<file path="config.mk">
export PLATFORM = sky130hd
export DESIGN_NAME = env_sensor_frame_decoder_core
export DESIGN_NICKNAME = d
export VERILOG_FILES = /design/src/rtl/esfd_pkg.sv /design/src/rtl/env_sensor_frame_decoder_core.sv
export VERILOG_INCLUDE_DIRS = /design/src /design/src/rtl
export SDC_FILE = /design/constraint.sdc
export NUM_CORES = 1
export LEC_CHECK = 0
export BUFFER_PORTS_ARGS = -buffer_cell sky130_fd_sc_hd__buf_4
export CAP_MARGIN = 10
export CORE_MARGIN = 4
export CORE_UTILIZATION = 55
export DETAILED_ROUTE_END_ITERATION = 8
export PLACE_DENSITY = 0.81
export SYNTH_ARGS = -nofsm -noshare
export SYNTH_HDL_FRONTEND = slang
export SYNTH_SLANG_ARGS = --single-unit
</file>
<file path="constraint.sdc">
create_clock -name clk -period 29.5 [get_ports clk]
set_input_delay 5.9 -clock clk [delete_from_list [all_inputs] [get_ports clk]]
set_output_delay 5.9 -clock clk [all_outputs]
set_load 0.1 [all_outputs]
</file>
<file path="src/rtl/env_sensor_frame_decoder_core_defines.svh">
// Assertion macros shared by the frame decoder RTL.
`ifndef ENV_SENSOR_FRAME_DECODER_CORE_DEFINES_SVH
`define ENV_SENSOR_FRAME_DECODER_CORE_DEFINES_SVH

// Same-cycle implication, checked outside reset.
`define ESFD_ASSERT_SAME(label, clock, resetn, ante, cons, msg) \
    label: assert property (@(posedge clock) disable iff (!(resetn)) (ante) |-> (cons)) \
        else $error(msg);

// Next-cycle implication, checked outside reset.
`define ESFD_ASSERT_NEXT(label, clock, resetn, ante, cons, msg) \
    label: assert property (@(posedge clock) disable iff (!(resetn)) (ante) |=> (cons)) \
        else $error(msg);

`endif

</file>
<file path="src/rtl/esfd_pkg.sv">
// Constants and types for the environmental sensor frame decoder.
package esfd_pkg;

    localparam int PosWidth     = 5;
    localparam int PayloadBytes = 14;

    typedef logic [PosWidth-1:0] pos_t;
    typedef logic [7:0]          byte_t;
    typedef logic [15:0]         word_t;

    localparam byte_t HdrFirst  = 8'h3C;
    localparam byte_t HdrSecond = 8'h02;
    localparam byte_t MagMask   = 8'h7F;
    localparam byte_t SignBit   = 8'h80;

    // Frame is 17 bytes: two header bytes, 14 payload bytes, checksum
    localparam pos_t PosHunt         = 5'd0;
    localparam pos_t PosHeader       = 5'd1;
    localparam pos_t PosPayloadFirst = 5'd2;
    localparam pos_t PosPayloadLast  = 5'd15;
    localparam pos_t PosChecksum     = 5'd16;

    localparam logic StatusGood   = 1'b0;
    localparam logic StatusBadSum = 1'b1;

endpackage

</file>
<file path="src/rtl/env_sensor_frame_decoder_core.sv">
// A result is registered and presented in the cycle after its checksum byte is accepted.
// Throughput: one byte per cycle; bytes are taken while a result waits, and
// in_stall rises only when a checksum byte meets a full, stalled result register.
// Reset (rst_n, async, active low) clears the frame position, the running sum
// and the result valid; the payload bytes are not cleared and need no sweep.
`include "env_sensor_frame_decoder_core_defines.svh"

module env_sensor_frame_decoder_core
    import esfd_pkg::*;
(
    input  logic               clk,
    input  logic               rst_n,
    input  logic               in_valid,
    output logic               in_stall,
    input  logic [7:0]         data_byte,
    output logic               out_valid,
    input  logic               out_stall,
    output logic               status,
    output logic [15:0]        co2_ppm,
    output logic [15:0]        formaldehyde,
    output logic [15:0]        tvoc,
    output logic [15:0]        pm25,
    output logic [15:0]        pm10,
    output logic [15:0]        pm25_tenths,
    output logic signed [11:0] temperature_tenths,
    output logic [11:0]        humidity_tenths
);

    pos_t  position_reg, position_next;
    byte_t sum_reg, sum_next;
    byte_t payload_reg [PayloadBytes];

    logic  accept;
    logic  shift_en;
    logic  decode;
    logic  frame_good;

    word_t             pm25_raw;
    logic [10:0]       temp_mag;
    logic signed [11:0] temp_val;
    logic [11:0]       hum_val;

    logic               out_valid_reg;
    logic               status_reg;
    word_t              co2_reg, hcho_reg, tvoc_reg, pm25_reg, pm10_reg, pm25_x10_reg;
    logic signed [11:0] temp_reg;
    logic [11:0]        hum_reg;

    // Only the checksum byte produces a result, so only it waits for the output slot
    assign in_stall = out_valid_reg && out_stall && (position_reg == PosChecksum);
    assign accept   = in_valid && !in_stall;

    always_comb
    begin
        position_next = position_reg;
        sum_next      = sum_reg;
        shift_en      = 1'b0;
        decode        = 1'b0;
        if (accept)
        begin
            case (position_reg) inside
                PosHunt:
                begin
                    if (data_byte == HdrFirst)
                    begin
                        sum_next      = HdrFirst;
                        position_next = PosHeader;
                    end
                end
                PosHeader:
                begin
                    if (data_byte == HdrSecond)
                    begin
                        sum_next      = sum_reg + data_byte;
                        position_next = PosPayloadFirst;
                    end
                    else if (data_byte == HdrFirst)
                    begin
                        // repeated first header byte is taken as the start of a new frame
                        sum_next      = HdrFirst;
                        position_next = PosHeader;
                    end
                    else
                    begin
                        sum_next      = '0;
                        position_next = PosHunt;
                    end
                end
                [PosPayloadFirst:PosPayloadLast]:
                begin
                    shift_en      = 1'b1;
                    sum_next      = sum_reg + data_byte;
                    position_next = position_reg + pos_t'(1);
                end
                default:
                begin
                    decode        = 1'b1;
                    sum_next      = '0;
                    position_next = PosHunt;
                end
            endcase
        end
    end

    always_ff @(posedge clk or negedge rst_n)
    begin
        if (!rst_n)
        begin
            position_reg <= PosHunt;
            sum_reg      <= '0;
        end
        else
        begin
            position_reg <= position_next;
            sum_reg      <= sum_next;
        end
    end

    // Payload shift line: after 14 bytes, entry 0 holds frame byte 2
    always_ff @(posedge clk)
    begin
        if (shift_en)
        begin
            for (int i = 0; i < PayloadBytes - 1; i++)
            begin
                payload_reg[i] <= payload_reg[i+1];
            end
            payload_reg[PayloadBytes-1] <= data_byte;
        end
    end

    // Decode of a completed frame
    always_comb
    begin
        frame_good = (sum_reg == data_byte);
        pm25_raw   = {payload_reg[6], payload_reg[7]};
        temp_mag   = 11'({payload_reg[10][6:0] & MagMask[6:0], 3'b000})
                   + 11'({payload_reg[10][6:0] & MagMask[6:0], 1'b0})
                   + 11'(payload_reg[11]);
        if ((payload_reg[10] & SignBit) != '0)
        begin
            temp_val = -$signed({1'b0, temp_mag});
        end
        else
        begin
            temp_val = $signed({1'b0, temp_mag});
        end
        hum_val    = 12'({payload_reg[12], 3'b000}) + 12'({payload_reg[12], 1'b0})
                   + 12'(payload_reg[13]);
    end

    always_ff @(posedge clk or negedge rst_n)
    begin
        if (!rst_n)
        begin
            out_valid_reg <= 1'b0;
        end
        else if (decode)
        begin
            out_valid_reg <= 1'b1;
        end
        else if (!out_stall)
        begin
            out_valid_reg <= 1'b0;
        end
    end

    always_ff @(posedge clk)
    begin
        if (decode)
        begin
            if (frame_good)
            begin
                status_reg   <= StatusGood;
                co2_reg      <= {payload_reg[0], payload_reg[1]};
                hcho_reg     <= {payload_reg[2], payload_reg[3]};
                tvoc_reg     <= {payload_reg[4], payload_reg[5]};
                pm25_reg     <= pm25_raw;
                pm10_reg     <= {payload_reg[8], payload_reg[9]};
                pm25_x10_reg <= {pm25_raw[12:0], 3'b000} + {pm25_raw[14:0], 1'b0};
                temp_reg     <= temp_val;
                hum_reg      <= hum_val;
            end
            else
            begin
                status_reg   <= StatusBadSum;
                co2_reg      <= '0;
                hcho_reg     <= '0;
                tvoc_reg     <= '0;
                pm25_reg     <= '0;
                pm10_reg     <= '0;
                pm25_x10_reg <= '0;
                temp_reg     <= '0;
                hum_reg      <= '0;
            end
        end
    end

    assign out_valid          = out_valid_reg;
    assign status             = status_reg;
    assign co2_ppm            = co2_reg;
    assign formaldehyde       = hcho_reg;
    assign tvoc               = tvoc_reg;
    assign pm25               = pm25_reg;
    assign pm10               = pm10_reg;
    assign pm25_tenths        = pm25_x10_reg;
    assign temperature_tenths = temp_reg;
    assign humidity_tenths    = hum_reg;

    `ESFD_ASSERT_SAME(a_pos_range, clk, rst_n, 1'b1, position_reg <= PosChecksum,
        "frame position past checksum byte")
    `ESFD_ASSERT_SAME(a_stall_only_checksum, clk, rst_n, in_stall,
        position_reg == PosChecksum && out_valid_reg,
        "input stalled outside checksum byte")
    `ESFD_ASSERT_NEXT(a_decode_result, clk, rst_n, decode,
        out_valid_reg && position_reg == PosHunt && sum_reg == '0,
        "checksum byte did not give a result and rearm the hunt")
    `ESFD_ASSERT_SAME(a_bad_sum_zero, clk, rst_n, out_valid_reg && status_reg == StatusBadSum,
        co2_reg == '0 && pm25_reg == '0 && temp_reg == '0 && hum_reg == '0,
        "checksum error result carries data")

endmodule
</file>
== Word level (Yosys, flattened, before mapping) ==
Memory sizes are Yosys's and may differ from the RTL's. A register that Yosys moved wholly into a read port is not among the register bits.
Index checks and enable logic that the tools add are counted.

* Add/sub/neg operators: 8
* $lt $le $gt $ge: 2
* Eq/ne operators: 7
* Mux-type cells: 26
* Reduce and logical (&&, ||, !) cells: 9

{| class="wikitable"
|+ Operator list
! cell !! number
|-
| $mux 8 || 5
|-
| $mux 5 || 4
|-
| $add 16x16->16 || 1
|-
| $mux 1 || 14
|-
| $add 11x9->12 || 1
|-
| $add 12x8->12 || 1
|-
| $neg 11->12 || 1
|-
| $add 10x8->11 || 1
|-
| $add 11x8->11 || 1
|-
| $mux 11 || 1
|-
| $add 8x8->8 || 1
|-
| $eq 8x2->1 const B || 1
|-
| $eq 8x6->1 const B || 1
|-
| $eq 8x8->1 || 1
|-
| $mux 6 || 1
|-
| $add 5x1->5 const B || 1
|-
| $eq 5x1->1 const B || 1
|-
| $eq 5x5->1 const B || 1
|-
| $ge 5x2->1 const B || 1
|-
| $le 5x4->1 const B || 1
|-
| $logic_not 5->1 || 1
|-
| $logic_and 1x1->1 || 4
|-
| $ne 2x1->1 const B || 2
|-
| $reduce_and 2->1 || 2
|-
| other kinds (2) || 3
|}

* Register bits after elaboration: 135
* Bits in writable memories: 112
* Output and inout port bits: 123
* Word-level logic and storage cells: 66
* Memories kept: 1

{| class="wikitable"
|+ Memories
! memory !! words !! width !! read ports !! clocked after Yosys merged registers in !! wr ports !! RTL line !! text
|-
| payload_reg || 14 || 8 || 14 || 1 || 14 || env_sensor_frame_decoder_core.sv:31 || <nowiki>byte_t payload_reg [PayloadBytes];</nowiki>
|}

== Depth between registers and ports, before layout ==
* Depth after elaboration: 8
* Gate-level depth with buffers: 11
* Gate-level depth less buffers: 11

== Least setup slack after synthesis ==
Ideal clock, no wire load.

* Path type: input -> register
* Start: in out_stall
* End: reg co2_reg[0], in the netlist co2_ppm[0], read port of payload_reg (enable)
* Data arrival time: 14,937 ps
* Setup slack: 13,797 ps
* Stages on the path: 4
* Buffers on the path: 0
* Cells stage by stage: nand4_1 > or3_1 > nand3_1 > nor3b_1

* Cells in the longest elaborated chain, start to end: 5

{| class="wikitable"
|+ RTL lines
! element !! RTL line !! text
|-
| from (decl) || env_sensor_frame_decoder_core.sv:17 || <nowiki>input logic out_stall,</nowiki>
|-
| $logic_and 1x1->1 (2 in series) || env_sensor_frame_decoder_core.sv:50 || <nowiki>assign in_stall = out_valid_reg && out_stall && (position_reg == PosChecksum);</nowiki>
|-
| $logic_not 1->1 || env_sensor_frame_decoder_core.sv:51 || <nowiki>assign accept = in_valid && !in_stall;</nowiki>
|-
| $logic_and 1x1->1 || env_sensor_frame_decoder_core.sv:51 ||
|-
| $mux 1 || env_sensor_frame_decoder_core.sv:59 || <nowiki>if (accept)</nowiki>
|-
| via decode || env_sensor_frame_decoder_core.sv:35 || <nowiki>logic decode;</nowiki>
|-
| to (decl) || env_sensor_frame_decoder_core.sv:45 || <nowiki>word_t co2_reg, hcho_reg, tvoc_reg, pm25_reg, pm10_reg, pm25_x10_reg;</nowiki>
|}

The timed path passes the listed nets, and every way through them passes these cells.
A chain may end at the register's enable or synchronous reset.

== Final worst setup path ==
* Start: in out_stall
* End: out in_stall

* Cells in the longest elaborated chain, start to end: 2

{| class="wikitable"
|+ RTL lines
! element !! RTL line !! text
|-
| $logic_and 1x1->1 (2 in series) || env_sensor_frame_decoder_core.sv:50 ||
|-
| to (decl) || env_sensor_frame_decoder_core.sv:14 || <nowiki>output logic in_stall,</nowiki>
|}

Every way passes these cells.

==> results by group <==
Run status
  – Outcome: finished, final reports clean

Timing
  – Fin. Hold Viols: 0
  – Setup repair after global routing missed its margin: false
  – Fin crit period: 12.69 ns
  – Number of slew-limit violations in the final report: 0
  – Endpoints failing setup: 0
  – Maximum clock frequency: 78.8 MHz
  – Actual transition at the worst max-transition pin: 1.15 ns
  – Share of the clock period used by the worst path: 0.430
  – Maximum clock skew at final layout: 0.00729 ns
  – Tightest slew margin relative to the limit: 0.231
  – Setup TNS: 0 ns

Clock tree
  – Number of buffers inserted by hold repair at cts: 0
  – Total number of H-tree levels: 1
  – Cts repair resizes: 0
  – CTS Root Buffer Type: clkbuf_16
  – Reg clk slew, reported paths: 0.06 ns
  – Max clock buf depth: 3
  – CTS tree: done
  – Total clock buffers created by CTS: 25
  – Clk sink count: 244
  – Number of buffers added for setup after CTS: 0
  – Clk_lat worst skew: 0.50 ns

Drt
  – Number of vias per cell: 5.49
  – Number of nets still failing antenna checks after routing: 0
  – Vias: 5863
  – Wire length after detailed routing: 19.6 mm
  – Post-route DRC violation count: 0
  – DRC marker count from the first detailed-route iteration: 371
  – Length of the first detailed-routing pass in iterations: 5
  – Wirelength per Cell: 18.3 um

Logic synthesis
  – Most common cell in the netlist: edfxtp_1
  – Most used flip-flop cell after synthesis: edfxtp_1
  – Number of enable flip-flop cells after synthesis: 230
  – Most area-hungry cell type in the Yosys netlist: edfxtp_1
  – Library cells used by synthesis: 52
  – Fraction of registers with async set/reset: 0.0574
  – Syn. warnings: 0
  – Mean post-synth cell area: 15.3 um2
  – Commonest cells in the synthesized netlist: edfxtp_1 (230), and2_1 (83), nor2_1 (56), ha_1 (45), inv_1 (22)
  – Number of instances in the synthesized netlist: 673
  – Register bit count reported by yosys: 244
  – Leading cell types by total area after synthesis: edfxtp_1 (67%), ha_1 (5.5%), and2_1 (5.0%), dfrtp_1 (3.4%), fa_1 (2.7%)
  – Sequential area share after synthesis: 0.705
  – Mapped Nets: 744
  – Post-synthesis instance area: 10300 um2
  – Area fraction of the dominant cell type after synthesis: 0.671

GRT
  – Number of antenna violations at the first check in global routing: 0
  – Wire length of the first global-routing pass: 30.4 mm
  – Largest net degree at the start of global routing: 91
  – All-Layer GR Usage: 0.184
  – Vias in the first global route: 5951
  – GR Overflow Total: 0

Worst setup path
  – Critical Path Most Common Cell: buf_4
  – Critical path buffer and inverter count: 3
  – Critical setup path kind: primary input to output port
  – Endpoint class of the critical path: output port
  – Crit path largest cell delay: 0.37 ns
  – Endpoint arrival time on the critical path: 6.79 ns
  – WP data required: 23.60 ns
  – CP startpoint kind: primary input
  – List of cells traversed by the critical path: buf_4, nand4_1, or3_1, inv_1, buf_4
  – Crit-path max FO: 4
  – Dominant delay contributor by cell family on the critical path: simple AND/OR/NAND/NOR gates
  – Slowest library cell on the worst path: or3_1

Final layout
  – Cell Count, Final, Fillers Out: 1068
  – Layout cells sized above 1: 0.222
  – Cell area after layout: 12400 um2
  – Max reg flops: 112
  – Final nets: 892
  – Area growth syn-to-layout: 20.5%
  – Final standard cell utilization of the core: 0.681
  – Diodes inserted: 0

Job
  – Maxcap violations: 0

Die
  – Full die area: 21000 um2
  – Die width: 145 um
  – Core Rows: 49
  – Vertical die dimension: 145 um
  – Floorplan core area: 18200 um2
  – Number of primary I/O pins: 135
  – Effective utilization at floorplan: 0.565

Placement
  – Post-placement cell count: 1023
  – Count of input and output buffers: 133
  – Half-perimeter wire length after detailed placement: 13.2 mm
  – Placed Area: 11500 um2
  – Placer's final routability congestion estimate: 0.847

Hold path
  – Hold WC Path Type: flip-flop to flip-flop
[cells in the final DEF (no fill, tap or decap), drive strengths merged, types with 15 or more instances in the layout]
master | synthesis | layout
xor2 | 21 | 21
nor2 | 56 | 56
a21oi | 20 | 20
xnor2 | 15 | 15
clkbuf | 13 | 29
edfxtp | 230 | 230
buf | 4 | 138
o21ai | 18 | 18
nand2 | 20 | 20
and2 | 83 | 83
inv | 22 | 22
ha | 45 | 45
[logic make-up (layout without fill, tap and decap cells)]
group / after synthesis / in the layout / synth area share
other: 1 / 1 / 0.000365
adders and majority gates: 59 / 59 / 0.0820
DFF: 244 / 244 / 0.705
AOI/OAI and AO/OA: 83 / 83 / 0.0556
xor gates and xnor gates: 36 / 36 / 0.0307
and+or+nand+nor: 210 / 210 / 0.110
buffers and inverters: 39 / 205 / 0.0153
muxes: 1 / 1 / 0.000973
[per-layer routing]
| layer | vias up | GRT usage | wire length [um] |
|---|---|---|---|
| met1 | 2907 | 0.235 | 8010 |
| met2 | 173 | 0.329 | 10200 |
| li1 | 2753 | - | - |
| met3 | 30 | 0.0322 | 1050 |
| met4 | 0 | 0.0457 | 335 |
| met5 | - | 0 | 0 |
[stage by stage]
step                hold WS [ns]  worst slack [ns]
detailed placement         0.425             16.81
global placement           0.421             16.81
global route               0.445             16.77
CTS                        0.438             16.81
floorplan                  0.417             13.80
finish                     0.435             16.81
[final cells by class]
cell class	count	area, um2
fill	1235	5810
clock inverter	16	214
tap	229	287
sequential	244	7260
timing repair buffer	138	1040
multi-input combinational	390	2880
clock buffer	29	641
inverter	22	82.6
[path summary, 6_finish.rpt]
path | cells after the start | to | slack, ns | start
hold reg to reg | 0 | payload_reg[3][6] | 0.43 | payload_reg[4][6]
max in group asynchronous | 1 | sum_reg[6] | 24.09 | rst_n
hold / removal | 0 | payload_reg[3][6] | 0.43 | payload_reg[4][6]
min in group asynchronous | 1 | sum_reg[4] | 5.24 | rst_n
setup reg to reg | 7 | humidity_tenths[6] | 26.07 | position_reg[0]
setup / recovery | 5 | in_stall | 16.81 | out_stall
Power is not shown: default switching activity piles up to over one toggle a cycle in this logic, so the estimate is an artifact.
